`config.mk`:
```
export PLATFORM = sky130hd
export DESIGN_NAME = ids_chan_lane
export DESIGN_NICKNAME = d
export VERILOG_FILES = /design/src/design/ids_pkg.sv /design/src/design/ids_chan_lane.sv
export SDC_FILE = /design/constraint.sdc
export NUM_CORES = 1
export LEC_CHECK = 0
export ABC_AREA = 0
export BUFFER_PORTS_ARGS = -buffer_cell sky130_fd_sc_hd__buf_2
export CAP_MARGIN = 20
export CORE_AREA = 2 2 328 200
export CTS_CLUSTER_SIZE = 24
export DETAILED_ROUTE_END_ITERATION = 7
export DIE_AREA = 0 0 330 202
export PLACE_DENSITY = 0.5
export SLEW_MARGIN = 0
export SYNTH_ARGS = -nofsm -noshare
export SYNTH_HDL_FRONTEND = slang
export SYNTH_SLANG_ARGS = --single-unit
```
`constraint.sdc`:
```
create_clock -name clk_i -period 11.8 [get_ports clk_i]
set_input_delay 0 -clock clk_i [delete_from_list [all_inputs] [get_ports clk_i]]
set_output_delay 0 -clock clk_i [all_outputs]
set_load 0.02 [all_outputs]
```
`src/design/ids_pkg.sv`:
```
// Shared constants, types and helpers for the image difference statistics block.
`default_nettype none
package ids_pkg;

  localparam int COORD_BITS_DEF = 12;
  localparam int COUNT_BITS_DEF = 24;
  localparam int FRAC_BITS_DEF  = 16;
  localparam int NUM_LIMITS_DEF = 4;

  localparam int PIX_W      = 24;
  localparam int ABS_W      = 25;
  localparam int SQ_W       = 2 * ABS_W;
  localparam int LUMA_W     = 26;
  localparam int STAT_W     = 64;
  localparam int CODE_W     = 6;
  localparam int NUM_STATS  = 37;
  localparam int LIMIT_REGS = 4;
  localparam int LIMIT_W    = 26;
  localparam int WIDTH_W    = 13;
  localparam int THR_W      = 23;
  localparam int TCNT_W     = 3;
  localparam int CFG_W      = 26;
  localparam int CFG_IDX_W  = 3;

  localparam logic [CODE_W-1:0] STAT_LAST = CODE_W'(NUM_STATS - 1);

  typedef enum logic [CFG_IDX_W-1:0] {
    CFG_WIDTH  = 3'd0,
    CFG_LITTHR = 3'd1,
    CFG_TCOUNT = 3'd2,
    CFG_LIM_A  = 3'd3,
    CFG_LIM_B  = 3'd4,
    CFG_LIM_C  = 3'd5,
    CFG_LIM_D  = 3'd6
  } cfg_idx_e;

  typedef struct packed {
    logic [WIDTH_W-1:0]                   width;
    logic [THR_W-1:0]                     lit_thr;
    logic [TCNT_W-1:0]                    tcount;
    logic [LIMIT_REGS-1:0][LIMIT_W-1:0]   limits;
  } cfg_t;

  function automatic logic signed [STAT_W-1:0] add_sat_s64(
    input logic signed [STAT_W-1:0] a,
    input logic signed [STAT_W-1:0] b
  );
    logic signed [STAT_W-1:0] s;
    s = a + b;
    if (a[STAT_W-1] == b[STAT_W-1] && s[STAT_W-1] != a[STAT_W-1]) begin
      s = a[STAT_W-1] ? {1'b1, {(STAT_W-1){1'b0}}} : {1'b0, {(STAT_W-1){1'b1}}};
    end
    return s;
  endfunction

endpackage
`default_nettype wire

```
`src/design/ids_chan_lane.sv`:
```
// One color channel lane: absolute error, then its square.
`default_nettype none
module ids_chan_lane
  import ids_pkg::*;
(
  input  wire logic                    clk_i,
  input  wire logic signed [PIX_W-1:0] ref_i,
  input  wire logic signed [PIX_W-1:0] cand_i,
  output logic [ABS_W-1:0]             abs_o,
  output logic [SQ_W-1:0]              sq_o
);
  logic signed [ABS_W-1:0] diff;
  logic [ABS_W-1:0]        abs1_q, abs2_q;
  logic [SQ_W-1:0]         sq2_q;

  assign diff = ABS_W'(cand_i) - ABS_W'(ref_i);

  always_ff @(posedge clk_i) begin
    abs1_q <= diff[ABS_W-1] ? ABS_W'(-diff) : ABS_W'(diff);
    abs2_q <= abs1_q;
    sq2_q  <= abs1_q * abs1_q;
  end

  assign abs_o = abs2_q;
  assign sq_o  = sq2_q;
endmodule
`default_nettype wire

```
==> impl_metrics.json <==
{
  "status": "finished with violations",
  "violations": "design-rule violations",
  "cpLargestDelayFamily": "adder cells",
  "yosys.area.top_type_share": 0.422,
  "crit_path_max_fanout": 24,
  "period_share": 0.686,
  "antenna_found_initial": 3,
  "globalplace.congestion": 0.953,
  "post_cts_buffers": 0,
  "synthCells": 2446,
  "dp_hpwl_mm": 50.3,
  "track_usage": 0.191,
  "htree_levels": 3,
  "reg2reg_setup_slack_ns": 3.70,
  "cts_tree": "yes",
  "finalHoldViolCount": 0,
  "cts-buffers-inserted": 9,
  "worst_hold_path.num_cells": 4,
  "fmax_mhz": 124,
  "synth_edf_count": 0,
  "port_buffers": 122,
  "die_y_microns": 202,
  "finalSetupTns_ns": 0,
  "most-common-layout-cells": "706 x inv_1, 467 x fa_1, 214 x ha_1, 204 x nand2_1, 132 x and2_1",
  "start_kind": "flip-flop",
  "fin_crit_ns": 8.10,
  "hold_buffers": 2,
  "grt_pass1_vias": 17300,
  "cts-resized-gates": 0,
  "synth_nets": 3176,
  "area_growth_pct": 8.81,
  "skew_ns": 0.0132,
  "slew_headroom": 0.234,
  "rsz0062_at_grt": "no",
  "grt_pass1_wl_mm": 97.6,
  "die-area_sq_um": 66700,
  "worstRegToRegCells": 20,
  "yosys-top-cells-area": "fa_1 42%, ha_1 12%, inv_1 12%, dfxtp_1 8.9%, and2_1 3.7%",
  "die_x_microns": 330,
  "r2r-start": "abs1_q[10]",
  "num_rows": 72,
  "grt_max_degree": 30,
  "yosys_warnings": 0,
  "worst_slew_pin_slew_ns": 1.14,
  "cpPeakStageDelay_ns": 1.03,
  "crit_buf_inv": 4,
  "clock_latency_ns": 0.41,
  "cts_root_buffer": "clkbuf_16",
  "synthArstFlopShare": 0,
  "drt_iter0_markers": 858,
  "grt-ovfl-total": 0,
  "seqCellArea_sq_um": 1960,
  "ys_seq_elements": 98,
  "ys_seq_area_frac": 0.0886,
  "final_common_cell": "inv_1",
  "critPathArrivalTime_ns": 8.43,
  "clk_pin_slew_worst_paths_ns": 0.08,
  "diodes": 0,
  "wl_per_cell_microns": 17.9,
  "path_cells": "and2_1, fa_1, fa_1, inv_1, fa_1, inv_1, fa_1, fa_1, fa_1, inv_1, fa_1, inv_1, ha_1, nand2_1, nor4_1, o2111ai_1, nand3_1, nand2_1, o31ai_1, xor2_1",
  "fin_nets": 3256,
  "slew_violations": 0,
  "remaining_drc_errors": 5,
  "synth_cell_types": 64,
  "fillerInstances": 6564,
  "min_to": "abs1_q[24]",
  "maxCapViolCount": 0,
  "fin_util": 0.378,
  "min_from": "cand_i[23]",
  "critPathKind": "flip-flop to flip-flop",
  "crit_slowest_cell": "dfxtp_1",
  "multi_input_area_sq_um": 17200,
  "vias": 15900,
  "antenna_left": 0,
  "r2r-end": "sq_o[43]",
  "cts.path.max_buffers": 2,
  "viasPerCell": 4.69,
  "synth_ff_type": "dfxtp_1",
  "setup_viol": 0,
  "routed_wl_mm": 60.4,
  "drive_gt1_frac": 0.0743,
  "cts_sinks": 98,
  "hold_path_class": "input pin to flip-flop",
  "synth_area_sq_um": 22100,
  "endpoint_kind": "flip-flop",
  "crit_top_cell": "fa_1",
  "ios": 124,
  "synth_top_cell_by_area": "fa_1",
  "critPathRequiredTime_ns": 12.14,
  "initial_core_util": 0.347,
  "avgSynthCellArea_sq_um": 9.05,
  "drt_first_pass_iters": 7,
  "core_area_sq_um": 63800
}
worst max path at each step:
stage	slack, ns	to	start	cells past startpoint
3_5_place_dp	3.50	sq_o[49]	abs1_q[10]	23
4_1_cts	3.50	sq_o[49]	abs1_q[10]	23
3_3_place_gp	3.67	sq_o[49]	abs1_q[10]	23
5_1_grt	3.36	sq_o[44]	abs1_q[10]	24
6_report	3.70	sq_o[43]	abs1_q[10]	20
2_1_floorplan	4.95	sq_o[48]	abs1_q[18]	26
cell type report:
class                           count  share of cell area
Multi-Input combinational cell   1558               0.714
Inverter                          706               0.110
Sequential cell                    98              0.0815
Tap cell                          851              0.0442
Timing Repair Buffer              153              0.0352
Clock buffer                       10             0.00992
Clock inverter                      6             0.00504
cells by family after synthesis:
group	Yosys count	share of synthesized area
buffers and inverters	790	0.134
adders and majority gates	681	0.543
and+or+nand+nor	522	0.117
AOI/OAI and AO/OA	257	0.0777
DFF	98	0.0886
xor gates and xnor gates	93	0.0368
muxes	4	0.00187
other	1	0.000169
flip-flops by register name (all words and copies together) (netlist names):
register / cells
abs_o: 24
abs1_q: 25
sq_o: 49
tightest hold or removal path: stages:
cell and delay [ns]:
buf_2 0.08, ha_1 0.19, xnor2_1 0.19, nor4_1 0.06
per-stage QoR:
stage / std cells / hold WS, ns / worst slack (ns) / instance area [sq um]
after floorplan: 2446 / 0.222 / 4.95 / 22100
after global routing: 3382 / 0.189 / 3.36 / 24100
after CTS: 3381 / 0.133 / 3.50 / 24100
after global placement: 3362 / 0.386 / 3.67 / 23700
after detailed placement: 3363 / 0.383 / 3.50 / 23700
final: 3382 / 0.156 / 3.70 / 24100
per-layer routing:
metal | GRT usage | up-vias | routed length, microns
met5 | 0 | - | 7
met3 | 0.0708 | 33 | 6060
met4 | 0.0289 | 2 | 484
met1 | 0.288 | 7905 | 30600
li1 | - | 7450 | -
met2 | 0.262 | 464 | 23200
synth_stat cells, types with 4 or more instances:
library cell,instances
a311oi_1,4
nor3_1,13
a21oi_1,68
and2_1,132
nor2b_1,13
o211ai_1,6
nor2_1,75
fa_1,467
nand4_1,16
a21o_1,41
clkbuf_1,82
or3_1,4
a211oi_1,9
a31oi_1,14
or2_2,8
nand3_1,22
and3_1,8
o31ai_1,8
o21a_1,8
o21ai_0,44
and4_1,4
dfxtp_1,98
xor2_1,35
nand2b_1,8
o21bai_1,10
nand2_1,204
inv_1,706
ha_1,214
xnor2_1,58
Power is left out: the tool's default activity adds up to more than one toggle a clock period on the data nets, which glitch-free logic cannot reach.
