===== src/design/ids_pkg.sv =====
// Shared constants, types and helpers for the image difference statistics block.
`default_nettype none
package ids_pkg;

  localparam int COORD_BITS_DEF = 12;
  localparam int COUNT_BITS_DEF = 24;
  localparam int FRAC_BITS_DEF  = 16;
  localparam int NUM_LIMITS_DEF = 4;

  localparam int PIX_W      = 24;
  localparam int ABS_W      = 25;
  localparam int SQ_W       = 2 * ABS_W;
  localparam int LUMA_W     = 26;
  localparam int STAT_W     = 64;
  localparam int CODE_W     = 6;
  localparam int NUM_STATS  = 37;
  localparam int LIMIT_REGS = 4;
  localparam int LIMIT_W    = 26;
  localparam int WIDTH_W    = 13;
  localparam int THR_W      = 23;
  localparam int TCNT_W     = 3;
  localparam int CFG_W      = 26;
  localparam int CFG_IDX_W  = 3;

  localparam logic [CODE_W-1:0] STAT_LAST = CODE_W'(NUM_STATS - 1);

  typedef enum logic [CFG_IDX_W-1:0] {
    CFG_WIDTH  = 3'd0,
    CFG_LITTHR = 3'd1,
    CFG_TCOUNT = 3'd2,
    CFG_LIM_A  = 3'd3,
    CFG_LIM_B  = 3'd4,
    CFG_LIM_C  = 3'd5,
    CFG_LIM_D  = 3'd6
  } cfg_idx_e;

  typedef struct packed {
    logic [WIDTH_W-1:0]                   width;
    logic [THR_W-1:0]                     lit_thr;
    logic [TCNT_W-1:0]                    tcount;
    logic [LIMIT_REGS-1:0][LIMIT_W-1:0]   limits;
  } cfg_t;

  function automatic logic signed [STAT_W-1:0] add_sat_s64(
    input logic signed [STAT_W-1:0] a,
    input logic signed [STAT_W-1:0] b
  );
    logic signed [STAT_W-1:0] s;
    s = a + b;
    if (a[STAT_W-1] == b[STAT_W-1] && s[STAT_W-1] != a[STAT_W-1]) begin
      s = a[STAT_W-1] ? {1'b1, {(STAT_W-1){1'b0}}} : {1'b0, {(STAT_W-1){1'b1}}};
    end
    return s;
  endfunction

endpackage
`default_nettype wire


===== src/design/ids_luma_lane.sv =====
// Rec.709 luminance lane: weighted products, then rounded sum.
`default_nettype none
module ids_luma_lane
  import ids_pkg::*;
#(
  parameter int FRAC_BITS = FRAC_BITS_DEF
) (
  input  wire logic                    clk_i,
  input  wire logic signed [PIX_W-1:0] red_i,
  input  wire logic signed [PIX_W-1:0] green_i,
  input  wire logic signed [PIX_W-1:0] blue_i,
  output logic signed [LUMA_W-1:0]     luma_o
);
  localparam longint WR_L = ((longint'(2126) << FRAC_BITS) + 64'sd5000) / 64'sd10000;
  localparam longint WG_L = ((longint'(7152) << FRAC_BITS) + 64'sd5000) / 64'sd10000;
  localparam longint WB_L = ((longint'(722) << FRAC_BITS) + 64'sd5000) / 64'sd10000;
  localparam int WT_W = FRAC_BITS + 2;
  localparam int PR_W = PIX_W + WT_W;
  localparam int SM_W = PR_W + 2;
  localparam logic signed [WT_W-1:0] WR = WT_W'(WR_L);
  localparam logic signed [WT_W-1:0] WG = WT_W'(WG_L);
  localparam logic signed [WT_W-1:0] WB = WT_W'(WB_L);
  localparam logic signed [SM_W-1:0] HALF = SM_W'(longint'(1) << (FRAC_BITS - 1));

  logic signed [PR_W-1:0]   pr_q, pg_q, pb_q;
  logic signed [SM_W-1:0]   sum;
  logic signed [SM_W-1:0]   shifted;
  logic signed [LUMA_W-1:0] luma_q;

  assign sum     = SM_W'(pr_q) + SM_W'(pg_q) + SM_W'(pb_q) + HALF;
  assign shifted = sum >>> FRAC_BITS;

  always_ff @(posedge clk_i) begin
    pr_q   <= PR_W'(red_i) * PR_W'(WR);
    pg_q   <= PR_W'(green_i) * PR_W'(WG);
    pb_q   <= PR_W'(blue_i) * PR_W'(WB);
    luma_q <= LUMA_W'(shifted);
  end

  assign luma_o = luma_q;
endmodule
`default_nettype wire


===== config.mk =====
export PLATFORM = sky130hd
export DESIGN_NAME = ids_luma_lane
export DESIGN_NICKNAME = d
export VERILOG_FILES = /design/src/design/ids_pkg.sv /design/src/design/ids_luma_lane.sv
export SDC_FILE = /design/constraint.sdc
export NUM_CORES = 2
export LEC_CHECK = 0
export BUFFER_PORTS_ARGS = -buffer_cell sky130_fd_sc_hd__buf_2
export CAP_MARGIN = 20
export CORE_MARGIN = 2
export CORE_UTILIZATION = 50
export CTS_BUF_LIST = sky130_fd_sc_hd__clkbuf_2 sky130_fd_sc_hd__clkbuf_4 sky130_fd_sc_hd__clkbuf_8
export DETAILED_ROUTE_END_ITERATION = 12
export HOLD_SLACK_MARGIN = 0.03
export PLACE_DENSITY = 0.76
export SETUP_SLACK_MARGIN = 0.4
export SLEW_MARGIN = 40
export SYNTH_ARGS = -nofsm -noshare
export SYNTH_HDL_FRONTEND = slang
export SYNTH_SLANG_ARGS = --single-unit

===== constraint.sdc =====
create_clock -name clk_i -period 14.9 [get_ports clk_i]
set_input_delay 2.98 -clock clk_i [delete_from_list [all_inputs] [get_ports clk_i]]
set_output_delay 2.98 -clock clk_i [all_outputs]
set_load 0.02 [all_outputs]

==> metrics.yaml <==
status: "finished clean"
fin_crit_sh_pct: 56.1
ys_ff_latch: 142
fillers: 4709
rows: 85
clock_latency_ps: 480
grt_max_degree: 27
drv_slew: 0
routed_wl_mm: 54.2
dp.cells: 3515
postCtsSetupBuffers: 0
wire_per_inst_um: 15.3
start_util_pct: 50.6
grt_pass1_vias: 19700
slew_headroom_pct: 45.3
finClkSkew_ps: 11.5
startpoint_type: "primary input"
finalHoldViolations: 0
tightest_slew_ps: 812
cts_made_buffers: 17
end_kind: "register"
ff2ff_path_depth: 12
finalCriticalPeriod_ps: 8350
final_common_cell: "inv_1"
ys_async_sr_fraction_pct: 0
port_buffers: 98
ys_seq_area_share_pct: 10.4
grt_usage_pct: 20.7
yosys_warnings: 0
rsz0062_at_grt: "no"
antenna_found_initial: 3
gr-total-overflow: 0
multi_input_area_um2: 21500
die_h_um: 237
place_ws_ps: 6050
seq_area_um2: 2840
die_w_um: 237
path_clk_slew_ps: 80
clockRootBuffer: "clkbuf_8"
utilization_pct: 53.8
fmax_mhz: 120
critPathRequiredTime_ps: 15320
fin_cells: 3550
grt_pass1_wl_mm: 93.7
ys.flop_type: "dfxtp_1"
r2r_end: "luma_o[16]"
final_antenna_net_count: 0
synth_nets: 3817
maxCapViolCount: 0
synth_area_per_cell_um2: 9.93
synth_cells: 2741
crit_arrival_ps: 8770
core_area_um2: 53800
fin_ws_ps: 6550
ioPinCount: 99
drt-pass1-iter-count: 5
startpoint: "green_i[8]"
synth_edf_count: 0
area_growth_pct: 6.32
setup_viol: 0
synth_area_um2: 27200
mostFrequentLayoutCells: "inv_1 (734), ha_1 (513), fa_1 (490), dfxtp_1 (142), a21oi_1 (123)"
dp_hpwl_mm: 48.3
setup-tns-final_ps: 0
clock_path_buffers: 2
ctsResizeCount: 0
clock-sinks: 142
via_per_inst: 5.19
ys_types: 58
layout-drive-gt1-share_pct: 4.91
drc: 0
crit_path_end: "pg_q[40]"
tritoncts: "built"
reg2reg_from: "pg_q[20]"
crit_path_max_fanout: 10
layout.nets: 3914
path_class: "in -> reg"
holdBufCountCts: 0
hold_path.class: "reg -> reg"
gp_congestion: 0.907
dieArea_um2: 56300
cts_htree_levels: 4
initialDrtViolationCount: 902
route.vias.total: 18400
r2r_slack_ps: 10910
==> routing by layer <==
| metal | share of wire [%] | track usage [%] |
|---|---|---|
| met1 | 43 | 26.5 |
| met2 | 51 | 36.9 |
| met3 | 3.6 | 2.28 |
| met4 | 2.6 | 6.42 |
| met5 | 0 | 0 |
==> cell usage after synthesis, types with 18 or more instances <==
library cell	number	area share [%]
a21o_1	74	2.0
a21oi_1	123	2.3
and3_1	19	0.44
clkbuf_1	19	0.26
dfxtp_1	142	10
fa_1	490	36
ha_1	513	24
inv_1	734	10
nand2_1	67	0.92
nand4_1	26	0.60
nor2_1	84	1.2
nor3_1	18	0.33
o21ai_0	84	1.5
o21bai_1	18	0.50
xnor2_1	93	3.0
xor2_1	49	1.6
==> critical path: stages <==
cell      delay [ps]
buf_2            280
fa_1             500
fa_1             510
inv_1             60
fa_1             540
inv_1             50
fa_1             390
fa_1             530
inv_1             50
fa_1             470
inv_1             40
ha_1             350
and2_1           200
a221o_1          330
o21a_1           230
o31a_1           330
a311oi_2         360
o211ai_2         190
a41oi_2          240
xor2_1           140
==> logic make-up (layout without fill, tap and decap cells) <==
| logic type | count (synthesis) | after routing | synth area share [%] |
|---|---|---|---|
| adder cells (fa/ha/maj) | 1003 | 1003 | 59.6 |
| buffers and inverters | 754 | 864 | 10.4 |
| AO/OA/AOI/OAI | 409 | 409 | 9.62 |
| AND/OR/NAND/NOR | 284 | 284 | 5.06 |
| XOR/XNOR | 142 | 142 | 4.57 |
| flip-flops | 142 | 142 | 10.4 |
| multiplexers | 7 | 7 | 0.258 |
| other | 0 | 3 | 0 |
==> state kept, by name, summed over array words and instances (netlist names) <==
signal,cells
pr_q,39
pg_q,41
luma_o,26
pb_q,36
==> area by class of cell <==
| type | count | area share (%) |
|---|---|---|
| timing repair buffer | 98 | 1.70 |
| clock buffer | 20 | 0.930 |
| tap | 696 | 3.01 |
| sequential | 142 | 9.83 |
| antenna | 3 | 0.0260 |
| multi-input combinational | 1845 | 74.4 |
| clock inverter | 12 | 0.545 |
| inverter | 734 | 9.52 |
==> worst min path at each step <==
stage          startpoint          to  cells past startpoint
2_1_floorplan    pg_q[40]  luma_o[25]                      3
3_3_place_gp     pg_q[40]  luma_o[25]                      3
3_5_place_dp     pg_q[40]  luma_o[25]                      3
4_1_cts          pg_q[40]  luma_o[25]                      3
5_1_grt          pg_q[40]  luma_o[25]                      3
6_report         pg_q[40]  luma_o[25]                      3
==> per-stage QoR <==
stage | cell area [µm²] | hold slack, ps
global placement | 28500 | 787
global route | 28900 | 858
finish | 28900 | 801
CTS | 28900 | 809
detailed placement | 28500 | 792
floorplan | 27200 | 727
Power is left out: the tool's default activity adds up to more than one toggle a clock period on the data nets, which glitch-free logic cannot reach.
